===== src/rtl/rsa_modexp_with_counter_whitening_core_defines.svh =====
// assertion macros for the modular exponentiation core
`ifndef RSA_MODEXP_WITH_COUNTER_WHITENING_CORE_DEFINES_SVH
`define RSA_MODEXP_WITH_COUNTER_WHITENING_CORE_DEFINES_SVH

// same-cycle implication, checked outside reset
`define RME_ASSERT_IMP(lbl, ante, cons, msg) \
  lbl: assert property (@(posedge clk) disable iff (rst) (ante) |-> (cons)) else $error(msg);

// next-cycle implication, checked outside reset
`define RME_ASSERT_NXT(lbl, ante, cons, msg) \
  lbl: assert property (@(posedge clk) disable iff (rst) (ante) |=> (cons)) else $error(msg);

`endif


===== src/rtl/rme_pkg.sv =====
// shared types and constants of the modular exponentiation core
package rme_pkg;

  localparam int WIDTH     = 64;
  localparam int CNT_W     = $clog2(WIDTH + 1);
  localparam int MM_SUM_W  = WIDTH + 3;
  localparam int CFG_IDX_W = 2;

  typedef enum logic [CFG_IDX_W-1:0] {
    CFG_MODULUS    = 2'd0,
    CFG_PUB_EXP    = 2'd1,
    CFG_PRIV_EXP   = 2'd2,
    CFG_WHITEN_KEY = 2'd3
  } cfg_reg_t;

  localparam logic ACT_ENCRYPT = 1'b0;
  localparam logic ACT_DECRYPT = 1'b1;

  typedef struct packed {
    logic busy;
    logic done;
  } mm_status_t;

endpackage


===== src/rtl/rme_modmul.sv =====
// bit-serial interleaved modular multiplier, one multiplier bit per cycle
module rme_modmul import rme_pkg::*; (
  input  logic             clk,
  input  logic             rst,
  input  logic             start,
  input  logic [WIDTH-1:0] a,
  input  logic [WIDTH-1:0] b,
  input  logic [WIDTH-1:0] n,
  output mm_status_t       status,
  output logic [WIDTH-1:0] result
);

  logic [WIDTH-1:0]    a_sh;
  logic [WIDTH-1:0]    b_reg;
  logic [WIDTH-1:0]    r;
  logic [WIDTH-1:0]    r_next;
  logic [CNT_W-1:0]    cnt;
  logic                busy;
  logic                done;
  logic [MM_SUM_W-1:0] sum;
  logic [MM_SUM_W-1:0] diff1;
  logic [MM_SUM_W-1:0] diff2;

  // r stays below n, so 2r + b stays below 3n
  always_comb begin
    sum   = {2'b00, r, 1'b0} + (a_sh[WIDTH-1] ? {3'b000, b_reg} : '0);
    diff1 = sum - {3'b000, n};
    diff2 = sum - {2'b00, n, 1'b0};
    if (n == '0) begin
      r_next = sum[WIDTH-1:0];
    end else if (!diff2[MM_SUM_W-1]) begin
      r_next = diff2[WIDTH-1:0];
    end else if (!diff1[MM_SUM_W-1]) begin
      r_next = diff1[WIDTH-1:0];
    end else begin
      r_next = sum[WIDTH-1:0];
    end
  end

  always_ff @(posedge clk) begin
    if (rst) begin
      busy <= 1'b0;
      done <= 1'b0;
      cnt  <= '0;
    end else begin
      done <= !start && busy && (cnt == CNT_W'(1));
      if (start) begin
        a_sh  <= a;
        b_reg <= b;
        r     <= '0;
        cnt   <= CNT_W'(WIDTH);
        busy  <= 1'b1;
      end else if (busy) begin
        r    <= r_next;
        a_sh <= {a_sh[WIDTH-2:0], 1'b0};
        cnt  <= cnt - CNT_W'(1);
        if (cnt == CNT_W'(1)) begin
          busy <= 1'b0;
        end
      end
    end
  end

  assign status.busy = busy;
  assign status.done = done;
  assign result      = r;

endmodule


===== config.mk =====
export PLATFORM = sky130hd
export DESIGN_NAME = rme_modmul
export DESIGN_NICKNAME = d
export VERILOG_FILES = /design/src/rtl/rsa_modexp_with_counter_whitening_core_defines.svh /design/src/rtl/rme_pkg.sv /design/src/rtl/rme_modmul.sv
export SDC_FILE = /design/constraint.sdc
export NUM_CORES = 1
export LEC_CHECK = 0
export ABC_CLOCK_PERIOD_IN_PS = 9130
export BUFFER_PORTS_ARGS = -buffer_cell sky130_fd_sc_hd__buf_2
export CORE_MARGIN = 5
export CORE_UTILIZATION = 40
export DETAILED_ROUTE_END_ITERATION = 10
export SETUP_SLACK_MARGIN = 0.15
export SYNTH_ARGS = -nofsm -noshare
export SYNTH_HDL_FRONTEND = slang
export SYNTH_SLANG_ARGS = --single-unit

===== constraint.sdc =====
create_clock -name clk -period 9.13 [get_ports clk]
set_input_delay 1.826 -clock clk [delete_from_list [all_inputs] [get_ports clk]]
set_output_delay 1.826 -clock clk [all_outputs]
set_load 0.03 [all_outputs]

; After elaboration in Yosys (flattened, before gate mapping)
; Index checks and enable logic that the tools add are counted.
[word_totals]
out_inout_bits = 66
elab_cells = 33
reg_bits = 201
input_bits = 195
[classes]
addsub = 4
eq_ne = 1
n_bitwise = 1
n_reduce_logical = 8
n_mux = 12
[ops]
columns = cell, count
row1 = 64-bit two-way mux, 7
row2 = 66-bit by 64-bit subtractor with 67-bit output, 1
row3 = 66-bit by 65-bit subtractor with 67-bit output, 1
row4 = 65-bit by 64-bit adder with 66-bit output, 1
row5 = 64-bit zero test, 1
row6 = 7-bit two-way mux, 2
row7 = "7-bit by 1-bit equality test with 1-bit output, second input constant", 1
row8 = "7-bit by 1-bit subtractor with 7-bit output, second input constant", 1
row9 = 2-bit AND reduction, 2
row10 = 1-bit two-way mux, 3
row11 = 1-bit logical AND, 2
row12 = 2-bit nonzero test, 1
row13 = 2-bit OR reduction, 1
row14 = 1-bit zero test, 1
row15 = 1-bit NOT, 1

; Longest topological paths before layout
[depth]
word_depth = 7
mapped_depth = 30

; Least setup slack after synthesis
; OpenSTA, ideal clock, no wires.
[synth_path]
path_kind = in2reg
start = in start
end = reg a_sh[0], enable pin
path_slack_ns = 0.165
n_path_buf = 1
stages = 3
setup_ns = 0.661
required_ns = 8.469
arrival_time_ns = 8.304
cell_sequence = inv_1 -> clkbuf_1 -> a21oi_1
[synth_via]
elab_chain_len = 2
[synth_rtl]
columns = item, line_no
row1 = start: declaration, rme_modmul.sv:5  ; input logic start,
row2 = 2-bit nonzero test (no line), n/a
row3 = 2-bit AND reduction (no line), n/a
row4 = end signal: assignment, rme_modmul.sv:55  ; a_sh <= {a_sh[WIDTH-2:0], 1'b0};
row5 = end: declaration, rme_modmul.sv:13  ; logic [WIDTH-1:0] a_sh;
; No other way between the ends.
; A chain may end at the register's enable or synchronous reset.

; Final worst setup path
[layout_path]
start = reg a_sh[63]
end = reg r[25] (netlist: result[25]) (data pin)
[layout_via]
elab_chain_len = 7
[layout_rtl]
columns = item, line_no
row1 = 64-bit two-way mux *, rme_modmul.sv:26  ; sum = {2'b00, r, 1'b0} + (a_sh[WIDTH-1] ? {3'b000, b_reg} : '0);
row2 = 65-bit by 64-bit adder with 66-bit output *, rme_modmul.sv:26
row3 = 66-bit by 64-bit subtractor with 67-bit output, rme_modmul.sv:27  ; diff1 = sum - {3'b000, n};
row4 = 64-bit two-way mux, rme_modmul.sv:33  ; end else if (!diff1[MM_SUM_W-1]) begin
row5 = 64-bit two-way mux, rme_modmul.sv:31  ; end else if (!diff2[MM_SUM_W-1]) begin
row6 = 64-bit two-way mux *, rme_modmul.sv:29  ; if (n == '0) begin
row7 = 64-bit two-way mux *, rme_modmul.sv:53  ; end else if (busy) begin
row8 = end signal: assignment, rme_modmul.sv:54  ; r <= r_next;
row9 = end: declaration, rme_modmul.sv:15  ; logic [WIDTH-1:0] r;
; Every way passes the cells marked *; elsewhere a longest branch is shown, timed or not. The select of a mux whose other input is x is not followed.

==> impl_metrics.csv <==
group,metric,value,unit
sta,achievable-frequency,127,MHz
synth,asyncSetResetFlopFracSynth,0,
floorplanning,floorplan.die_area,55400,sq um
synth,synth.yosys.warnings,0,
routing,dr_total_vias,19309,
layout,synthToLayoutAreaGrowth,13.3,%
synth,synth.area.mux_share,0.0375,
global_routing,grt_pass1_vias,18565,
critical_path,worst_case_reg_to_reg_path_depth,23,
floorplanning,start_util,0.405,
routing,routedWlPerCell,24.0,microns
floorplanning,fp-row-count,82,
synth,post_synth_xor_area_fraction,0.0755,
critical_path,critical_path.max_stage_delay,730,ps
routing,met3RoutedLength,6140,microns
global_routing,grt_start_max_net_pins,68,
global_routing,grt.total_usage,0.262,
critical_path,timing.critical_path.cells,"buf_4 > and2_1 > ha_1 > a21oi_1 > o21ai_0 > o41a_1 > o32a_1 > a211o_1 > nand3b_1 > a21oi_1 > a221o_1 > xnor2_1 > ha_1 > nand3_1 > nor2_1 > nand4_1 > o221ai_1 > nor3_1 > a21bo_2 > nand4b_2 > o21ai_2 > and2_1 > a221o_1",
floorplanning,die_x,235,microns
global_routing,grt_overflow,0,
sta,timing.final.crit_period,7850,ps
routing,route.layer.met1.wl,37400,microns
layout,n_antenna_cell,0,
cts,clock-root-buffer,"clkbuf_16",
layout,drive_gt1_frac,0.164,
cts,ctsHoldBuffers,0,
floorplanning,top_level_ports,261,
synth,post_synth_and_or_nand_nor_area_fraction,0.153,
synth,register_area_share_after_synthesis,0.293,
cts,cts.htree.levels,1,
synth,synth-seq-cells,201,
synth,post_syn_instances,2301,
synth,synth_edf_count,192,
worst_hold_path,min-delay-path-class,"flop to flop",
cts,clockBufferDepth,3,
routing,drt_iter0_markers,2083,
synth,syn_std_cell_area,20300,sq um
global_routing,grt_first_pass_wirelength,115000,microns
sta,worst_slew_margin_rel,0.292,
routing,wl_met2,30700,microns
worst_hold_path,worstHoldEndpoint,"cnt[1]$_SDFFE_PP0P_",
sta,finalSetupViolCount,0,
critical_path,crit_type,"flop to flop",
cts,cts_sinks,201,
place,portBuffers,260,
routing,drt.antenna.violating_nets,0,
routing,topRoutingLayerUsed,"met5",
sta,final.setup.tns,0,ps
sta,final.period_utilization,0.860,
floorplanning,placeableCoreArea,50200,sq um
sta,timing_max_transition_violations_final,0,
critical_path,worst-r2r-setup-slack,1280,ps
critical_path,kind_of_start_point_of_the_critical_path,"flop",
layout,final_net_count,2893,
cts,tritoncts,"built",
global_routing,initial_antenna_violation_count,2,
critical_path,slowest_stage,"edfxtp_1",
routing,via_per_inst,6.05,
routing,drtPass1Iterations,5,
place,hpwlAfterDp,63600,microns
critical_path,worstPathArrival,8280,ps
synth,avgSynthCellArea,8.83,sq um
synth,dominantRegCellSynth,"edfxtp_1",
flow_run,drv_cap,0,
synth,synth-compound-area-share,0.274,
worst_hold_path,worstHoldStart,"cnt[1]$_SDFFE_PP0P_",
sta,worst_slew_pin_slew,1040,ps
status,result_of_the_run,"complete, no violations",
synth,synthesis.nets,2692,
routing,postRouteWirelength,76500,microns
place,gp_routability_congestion,1.02,
cts,ctsResizeCount,0,
synth,synth_top_family_by_area,"compound AO/OA/AOI/OAI gates",
floorplanning,die_height,235,microns
cts,cts.clk_slew.worst_paths,50,ps
cts,cts_buffers,25,
critical_path,nature_of_the_critical_path_endpoint,"flop",
synth,netlist-cell-type-count,89,
critical_path,crit_required,9560,ps
synth,synthAdderAreaFrac,0.122,
cts,post-cts-setup-buffers,0,
sta,grt_setup_unrepaired,"false",
cts,clkLatencyLatePin,570,ps
sta,hold_violations,0,
critical_path,worstReg2RegStart,"a_sh[63]$_DFFE_PP_",
sta,finalClockSkew,24.4,ps
critical_path,timing.critical_path.fanout_max,18,
routing,drt_drc_violations_left,0,
critical_path,crit-reg2reg-capture,"result[25]$_SDFFCE_PP0P_",
worst_hold_path,worst_hold_path.num_cells,2,
[kinds of logic (layout without fill, tap and decap cells)]
| kind of cell | count (synthesis) | after routing |
|---|---|---|
| compound gates | 811 | 811 |
| xor+xnor | 175 | 175 |
| fa+ha+maj | 196 | 196 |
| buf+inv | 237 | 455 |
| flops | 201 | 201 |
| mux | 68 | 68 |
| simple gates | 613 | 613 |
[cells in the mapped netlist, types with 21 or more instances]
cell type / instances / area [sq um]
a21oi_1: 232 / 1160
ha_1: 193 / 2410
edfxtp_1: 192 / 5770
nand2_1: 162 / 608
a21o_1: 126 / 946
inv_1: 125 / 469
nor2_1: 117 / 439
xnor2_1: 112 / 981
o21ai_0: 100 / 500
clkbuf_1: 83 / 312
and2_1: 81 / 507
mux2_2: 65 / 732
xor2_1: 63 / 552
nand3_1: 48 / 240
nand4_1: 39 / 244
a31oi_1: 35 / 219
o21bai_1: 30 / 225
and3_1: 29 / 181
a22oi_1: 27 / 203
nor3_1: 26 / 130
o21a_1: 26 / 195
o221a_1: 26 / 293
nor4_1: 25 / 156
o211ai_1: 21 / 158
[critical path, delay by kind of cell (launching register included)]
family	cells	cell delay, ps
adder cells (fa/ha/maj)	2	730
buffers and inverters	1	270
AO/OA/AOI/OAI	11	3280
AND/OR/NAND/NOR	8	2110
flip-flops	1	730
XOR/XNOR	1	570
[per-layer routing]
layer  track usage  vias up
met4        0.0653        2
met1         0.405     9299
met3        0.0464       87
met5             0        -
li1              -     9122
met2         0.375      799
[how the worst max path moves through the flow]
stage / startpoint / end / cells past startpoint
after detailed placement: a_sh[63]$_DFFE_PP_ / result[25]$_SDFFCE_PP0P_ / 23
after floorplan: start / a_sh[0]$_SDFFCE_PN0P_ / 3
after CTS: a_sh[63]$_DFFE_PP_ / result[25]$_SDFFCE_PP0P_ / 23
after global routing: a_sh[63]$_DFFE_PP_ / result[57]$_SDFFCE_PP0P_ / 26
after global placement: a_sh[63]$_DFFE_PP_ / result[57]$_SDFFCE_PP0P_ / 26
final: a_sh[63]$_DFFE_PP_ / result[25]$_SDFFCE_PP0P_ / 23
[final cells by class]
cell class | count | area (sq um)
clock buffer | 34 | 669
clock inverter | 10 | 119
fill | 4920 | 27200
inverter | 126 | 473
multi-input combinational | 1863 | 13500
sequential | 201 | 5950
tap | 672 | 841
timing repair buffer | 285 | 1500
[through the flow]
| step | std cells | area, sq um | hold slack (ps) | utilization | worst slack [ps] |
|---|---|---|---|---|---|
| 2_1_floorplan | 2301 | 20300 | 469 | - | 165 |
| 3_3_place_gp | 3147 | 22200 | 481 | 0.443 | 1470 |
| 3_5_place_dp | 3147 | 22200 | 486 | 0.443 | 1390 |
| 4_1_cts | 3191 | 23000 | 493 | 0.459 | 1360 |
| 5_1_grt | 3191 | 23000 | 532 | 0.459 | 821 |
| 6_report | 3191 | 23000 | 494 | 0.459 | 1280 |
[cell usage in the layout, fill, tap and decap left out, types with 35 or more instances in the layout]
cell type / n
a21o_1: 126
nand2_1: 162
mux2_2: 65
xnor2_1: 112
xor2_1: 63
edfxtp_1: 192
nand4_1: 39
inv_1: 125
and2_1: 81
a31oi_1: 35
ha_1: 193
a21oi_1: 230
nand3_1: 48
buf_2: 259
nor2_1: 115
o21ai_0: 100
Power is left out: the tool's default activity adds up to more than one toggle a clock period on the data nets, which glitch-free logic cannot reach.
